## src/hdl/rto_pkg.sv

```systemverilog
// shared types and constants of the retransmission timeout estimator
`timescale 1ns / 1ps
`default_nettype none

package rto_pkg;

  localparam int SEQ_W     = 32;
  localparam int TICK_W    = 32;
  localparam int MSS_W     = 16;
  localparam int GRAN_W    = MSS_W - 1;
  localparam int RETRY_W   = 8;
  localparam int OUT_TO_W  = 14;
  localparam int CFG_IDX_W = 1;
  localparam int CFG_W     = 32;
  localparam int ACC_W     = 35;

  localparam logic [SEQ_W-1:0]   ISN_RESET     = '0;
  localparam logic [MSS_W-1:0]   MSS_RESET     = 16'd536;
  localparam logic [RETRY_W-1:0] RETRY_MAX     = 8'd255;
  localparam logic [RETRY_W-1:0] RESTART_AFTER = 8'd3;

  typedef enum logic [1:0] {
    CMD_SENT    = 2'd0,
    CMD_ACKED   = 2'd1,
    CMD_EXPIRED = 2'd2
  } cmd_code_t;

  typedef enum logic [CFG_IDX_W-1:0] {
    REG_INITIAL_SEQUENCE = 1'b0,
    REG_MIN_SEGMENT_SIZE = 1'b1
  } cfg_reg_t;

  typedef enum logic [3:0] {
    ST_IDLE,
    ST_HASH,
    ST_READ,
    ST_EXEC,
    ST_DIFF,
    ST_VAR_A,
    ST_VAR_B,
    ST_SRTT_A,
    ST_SRTT_B,
    ST_RTO_A,
    ST_RTO_B,
    ST_FINISH
  } state_t;

  typedef struct packed {
    logic [1:0]        command;
    logic [SEQ_W-1:0]  sequence_number;
    logic [TICK_W-1:0] now_ticks;
  } cmd_t;

  typedef struct packed {
    logic [OUT_TO_W-1:0] timeout_ticks;
    logic                sample_taken;
  } res_t;

  typedef struct packed {
    logic               used;
    logic [SEQ_W-1:0]   seq_num;
    logic [TICK_W-1:0]  start;
    logic [RETRY_W-1:0] retries;
  } entry_t;

endpackage

`default_nettype wire

```

## src/hdl/rto_div.sv

```systemverilog
// serial hash unit: offset divided by granule, quotient reduced modulo table size
`timescale 1ns / 1ps
`default_nettype none

module rto_div #(
  parameter int MAP_ENTRIES = 64
) (
  input  wire logic                                clk,
  input  wire logic                                rst,
  input  wire logic                                start,
  input  wire logic [rto_pkg::SEQ_W-1:0]           dividend,
  input  wire logic [rto_pkg::GRAN_W-1:0]          divisor,
  output logic                                     done,
  output logic [$clog2(MAP_ENTRIES)-1:0]           index
);

  localparam int IDX_W = $clog2(MAP_ENTRIES);
  localparam int DVD_W = rto_pkg::SEQ_W;
  localparam int CNT_W = $clog2(DVD_W + 1);
  localparam int GW    = rto_pkg::GRAN_W;
  localparam logic [IDX_W:0]   MOD      = (IDX_W + 1)'(MAP_ENTRIES);
  localparam logic [CNT_W-1:0] LAST_CNT = CNT_W'(DVD_W - 1);

  logic             busy;
  logic [CNT_W-1:0] count;
  logic [DVD_W-1:0] dvd;
  logic [GW-1:0]    dvs;
  logic [GW-1:0]    rem;

  logic [GW:0]      trial;
  logic             ge;
  logic [GW-1:0]    rem_next;
  logic [IDX_W:0]   mod_trial;
  logic [IDX_W-1:0] index_next;

  always_comb begin
    trial    = {rem, dvd[DVD_W-1]};
    ge       = (trial >= {1'b0, dvs});
    rem_next = ge ? GW'(trial - {1'b0, dvs}) : trial[GW-1:0];
    mod_trial  = {index, ge};
    index_next = (mod_trial >= MOD) ? IDX_W'(mod_trial - MOD) : mod_trial[IDX_W-1:0];
  end

  always_ff @(posedge clk) begin
    if (rst) begin
      busy  <= 1'b0;
      done  <= 1'b0;
      count <= '0;
    end else begin
      done <= 1'b0;
      if (start) begin
        busy  <= 1'b1;
        count <= '0;
      end else if (busy) begin
        count <= count + 1'b1;
        if (count == LAST_CNT) begin
          busy <= 1'b0;
          done <= 1'b1;
        end
      end
    end
  end

  always_ff @(posedge clk) begin
    if (start) begin
      dvd   <= dividend;
      dvs   <= divisor;
      rem   <= '0;
      index <= '0;
    end else if (busy) begin
      dvd   <= {dvd[DVD_W-2:0], 1'b0};
      rem   <= rem_next;
      index <= index_next;
    end
  end

endmodule

`default_nettype wire

```

## config.mk

```make
export PLATFORM = sky130hd
export DESIGN_NAME = rto_div
export DESIGN_NICKNAME = d
export VERILOG_FILES = /design/src/hdl/rto_pkg.sv /design/src/hdl/rto_div.sv
export SDC_FILE = /design/constraint.sdc
export NUM_CORES = 1
export LEC_CHECK = 0
export BUFFER_PORTS_ARGS = -buffer_cell sky130_fd_sc_hd__clkbuf_2
export CAP_MARGIN = 20
export CORE_MARGIN = 2
export CORE_UTILIZATION = 30
export DETAILED_ROUTE_END_ITERATION = 16
export PLACE_DENSITY = 0.47
export SETUP_SLACK_MARGIN = 0.5
export SLEW_MARGIN = 20
export SYNTH_ARGS = -nofsm -noshare
export SYNTH_HDL_FRONTEND = slang
export SYNTH_SLANG_ARGS = --single-unit
```

## constraint.sdc

```tcl
create_clock -name clk -period 2.6 [get_ports clk]
set_input_delay 0.39 -clock clk [delete_from_list [all_inputs] [get_ports clk]]
set_output_delay 0.39 -clock clk [all_outputs]
set_load 0.02 [all_outputs]
```

==> results.txt <==
The run finished with clean final reports. The worst setup path is launched from a flip-flop. The count of port buffers added during placement came out at 56. Hold repair after CTS inserted 0 buffers. The startpoint identified for the worst hold timing path is rst. After detailed routing, the number of vias per cell comes to 4.89. The clock edge transition at the registers on the reported setup and hold paths is roughly 60 ps.

The area after detailed placement came out at 0.00444 sq mm. In this run the vertical extent of the chip is between 100 and 150 um. Dividing the detail-routed wire length by the instance count gives 15.2 um. Setup repair after global routing could not meet its margin everywhere. The commonest register cell after synthesis is sky130_fd_sc_hd__edfxtp_1.

The portion of total power attributed to combinational logic is 15.6%. Synthesis produced 339 cells. The post-synthesis cell area is 0.00388 sq mm. Synthesis produced a netlist with a net count of 406. The sequential fraction of the synthesis area is 51.3%. The total grt overflow came out at 0. The first TritonRoute pass finished after 4 iterations. The worst endpoint required time came out at 2830 ps.

The detail route stage leaves a number of antenna-violating nets equal to 0. The layout cell share with drive strength beyond 1 came out at approximately 43%. The number of max-slew violations in the final report came out at 0. The register-to-register setup slack is just over 300 ps. The final worst clock skew came out at 8.17 ps.

Summing all non-filler instances in the final layout gives an area of a little over 0.005 sq mm. The min-delay analysis places its worst path in the category input port to flip-flop. The number of antenna diodes in the final layout is 0. The power density normalized to cell area is 623 mW/mm^2.

Detailed placement ended at an HPWL of 5900 um. The delay of the slowest critical-path stage is between 400 and 500 ps. After routing, the total negative slack on setup checks comes to 0 ps. The global placement routability congestion came out at 0.794. The final cycle utilization of the critical path is 88.3%. The share of total power dissipated in sequential elements is 44.3%.

Prior to clock tree synthesis, the placed netlist has a worst setup slack of 161 ps. The placement row count came out at 41. The critical path buffer and inverter count came out at 1. The category of the worst setup path capture point is a flip-flop. The via count of the first global-routing pass came to ~2900. The final core utilization came out at 40.6%. The maximum vdd drop is 0.484 mV. The count of unresolved DRC violations after routing came out at 0. Leaving out fill and tap cells, the most frequent cell in the layout is sky130_fd_sc_hd__clkbuf_2. The number of H-tree levels came out at 3. The count of endpoints failing hold in the final timing report is 0.

The leakage power summed over all cells is 1.99 nW. Along the worst hold path, the cell count comes to 2. The core area came out at roughly 0.013 sq mm. The global-route wire length before repair is 15000 um. Counting flops with a built-in enable in the synthesized netlist gives 47.

The die footprint came out at 0.0139 sq mm. The global-route usage over all layers came out at 13.6%. The CTS tree is done. The critical path's top delay family is compound AO/OA/AOI/OAI gates. In this run the horizontal extent of the chip is 118 um. The number of clock sinks came out at 76.

In this run the critical register-to-register path is launched from dvs[0]$_DFFE_PP_. The number of synthesis warnings is 0. The slack of the critical path is 303 ps.

The total number of vias is 2886. Among all stages on the critical path, the largest delay is contributed by sky130_fd_sc_hd__edfxtp_1. In this run the tightest slew margin relative to its limit is 48.1%. The deepest clock path buffer count is 2. The clock root buffer is sky130_fd_sc_hd__clkbuf_16. In the layout the commonest cells are sky130_fd_sc_hd__clkbuf_2, sky130_fd_sc_hd__edfxtp_1, sky130_fd_sc_hd__mux2_2, sky130_fd_sc_hd__dfxtp_1, sky130_fd_sc_hd__nor2_1.

The clock period minus worst slack is 2300 ps. The clock network burns 40.1% of the power. The top-level port count came out at 57. The number of buffers created by CTS is 9. After synthesis, the mean cell area works out to 11.5 sq um. The cell depth of the worst flop-to-flop path is 9.

The count of fill cells added during filler insertion came out at 1254. The effective utilization at floorplan came out at 30.8%. In this run, synthesis produced a sequential element count of 76. For hold timing, the worst endpoint is busy$_SDFF_PP0_. At the pin with the least slew margin, the transition time is approximately 780 ps.

The violation count after the first detailed-routing iteration is 159. The total of endpoints with negative setup slack in the final report is 0. The tightest hold path in the finished design has a slack of about 220 ps.

Of all flip-flops after synthesis, the portion carrying an async set or reset was 0%. The total internal power is between 2 and 2.5 mW. For this block, the routed nets add up to around 9000 um of wire. The signal on the critical path passes through ha_4 -> fa_2 -> nor2b_4 -> o22ai_4 -> a211oi_4 -> buf_4 -> nor2_4 -> a2111oi_4 -> a21oi_2.

The layout net count came out at between 400 and 500. The later pin in the worst-skew pair is clocked with a latency of 340 ps. The largest fanout of any net on the critical path is 5. The pin count of the biggest net entering global routing is between 40 and 50. The number of antenna violations at the first check in global routing is 0. In this run the critical register-to-register path is captured at rem[14]$_SDFFE_PP0P_. The worst setup path is of the flip-flop to flip-flop kind. The worst path arrival time came out at 2530 ps. The layout overhead on the synthesized area is 32.1%. The count of cell types in the netlist is a little under 60.

Net switching is 25.3% of the power. The net switching component of the power came out at 807 uW. The max-cap check violation count is 0. The highest attainable clock frequency is 435 MHz.
[Yosys cell counts (5+ instances only)]
cell type                  instances  share of area [%]
sky130_fd_sc_hd__nand4_1           5               0.81
sky130_fd_sc_hd__xor2_1            9                2.0
sky130_fd_sc_hd__inv_1            20                1.9
sky130_fd_sc_hd__dfxtp_1          29                 15
sky130_fd_sc_hd__a211oi_1          5               0.97
sky130_fd_sc_hd__mux2_2           32                9.3
sky130_fd_sc_hd__edfxtp_1         47                 36
sky130_fd_sc_hd__a21o_1            5               0.97
sky130_fd_sc_hd__nand2b_1          6               0.97
sky130_fd_sc_hd__ha_1             16                5.2
sky130_fd_sc_hd__nor2_1           25                2.4
sky130_fd_sc_hd__a31oi_1           8                1.3
sky130_fd_sc_hd__clkbuf_1          9               0.87
sky130_fd_sc_hd__nand2_1          17                1.6
sky130_fd_sc_hd__a21oi_1          11                1.4
sky130_fd_sc_hd__nand3_1           7               0.90
sky130_fd_sc_hd__mux2i_1           8                2.1
sky130_fd_sc_hd__o21ai_0           9                1.2
[power by group through the flow]
stage	sequential (mW)	clock, mW	combinational [mW]
3_5_place_dp	1.44	0	0.414
4_1_cts	1.41	1.34	0.480
5_1_grt	1.42	1.38	0.552
3_3_place_gp	1.44	0	0.415
2_1_floorplan	1.43	0	0.288
6_report	1.41	1.28	0.500
[metrics by stage]
step,power [mW],std cells
final,3.20,590
after global placement,1.85,562
after floorplan,1.72,339
after global routing,3.36,590
after detailed placement,1.85,562
after CTS,3.23,586
[how the worst max path moves through the flow]
| stage | from | end | slack (ps) | cells after the start |
|---|---|---|---|---|
| global route | dvs[0]$_DFFE_PP_ | rem[14]$_SDFFE_PP0P_ | 220 | 9 |
| finish | dvs[0]$_DFFE_PP_ | rem[14]$_SDFFE_PP0P_ | 300 | 9 |
| CTS | dvd[31]$_DFFE_PP_ | rem[14]$_SDFFE_PP0P_ | 360 | 9 |
| floorplan | dvs[0]$_DFFE_PP_ | rem[0]$_SDFFE_PP0P_ | 480 | 8 |
| detailed placement | dvs[0]$_DFFE_PP_ | rem[13]$_SDFFE_PP0P_ | 160 | 8 |
| global placement | dvs[0]$_DFFE_PP_ | rem[4]$_SDFFE_PP0P_ | 210 | 8 |
[cells by family (layout without fill, tap and decap cells)]
group                      Yosys count  count (layout)  synth area share (%)
muxes                               41              41                  11.6
DFF                                 76              76                  51.3
xor gates and xnor gates            12              12                  2.71
adders and majority gates           17              17                  5.67
AOI/OAI and AO/OA                   68              68                  12.8
buffers and inverters               38             116                  4.19
and+or+nand+nor                     87              88                  11.8
[state kept, by name (all words and copies together) (netlist names)]
register	cells
index	6
done	1
rem	15
busy	1
dvs	15
count	6
dvd	32
[per-layer routing]
metal / global-route usage (%) / wire length, um / vias up
met5: 0 / 0 / -
met4: 4.52 / 163 / 0
met3: 5.86 / 638 / 12
met2: 19.8 / 3940 / 73
met1: 17.9 / 4250 / 1392
li1: - / - / 1409
[area by class of cell]
cell class | count | area [sq um] | area share, %
multi-input combinational | 226 | 2050 | 40.0
sequential | 76 | 1990 | 38.9
timing repair buffer | 80 | 493 | 9.61
clock buffer | 11 | 243 | 4.73
tap | 172 | 215 | 4.20
inverter | 20 | 75.1 | 1.46
clock inverter | 5 | 58.8 | 1.15
[what timing repair did]
action,in CTS,in global routing
pin swaps,23,15
cloned,0,1
gates resized for setup,38,23
setup endpoints to repair,15,16
hold endpoints to repair,0,0
buffers inserted,8,3
Note: power is estimated with default switching activity, not from simulation.
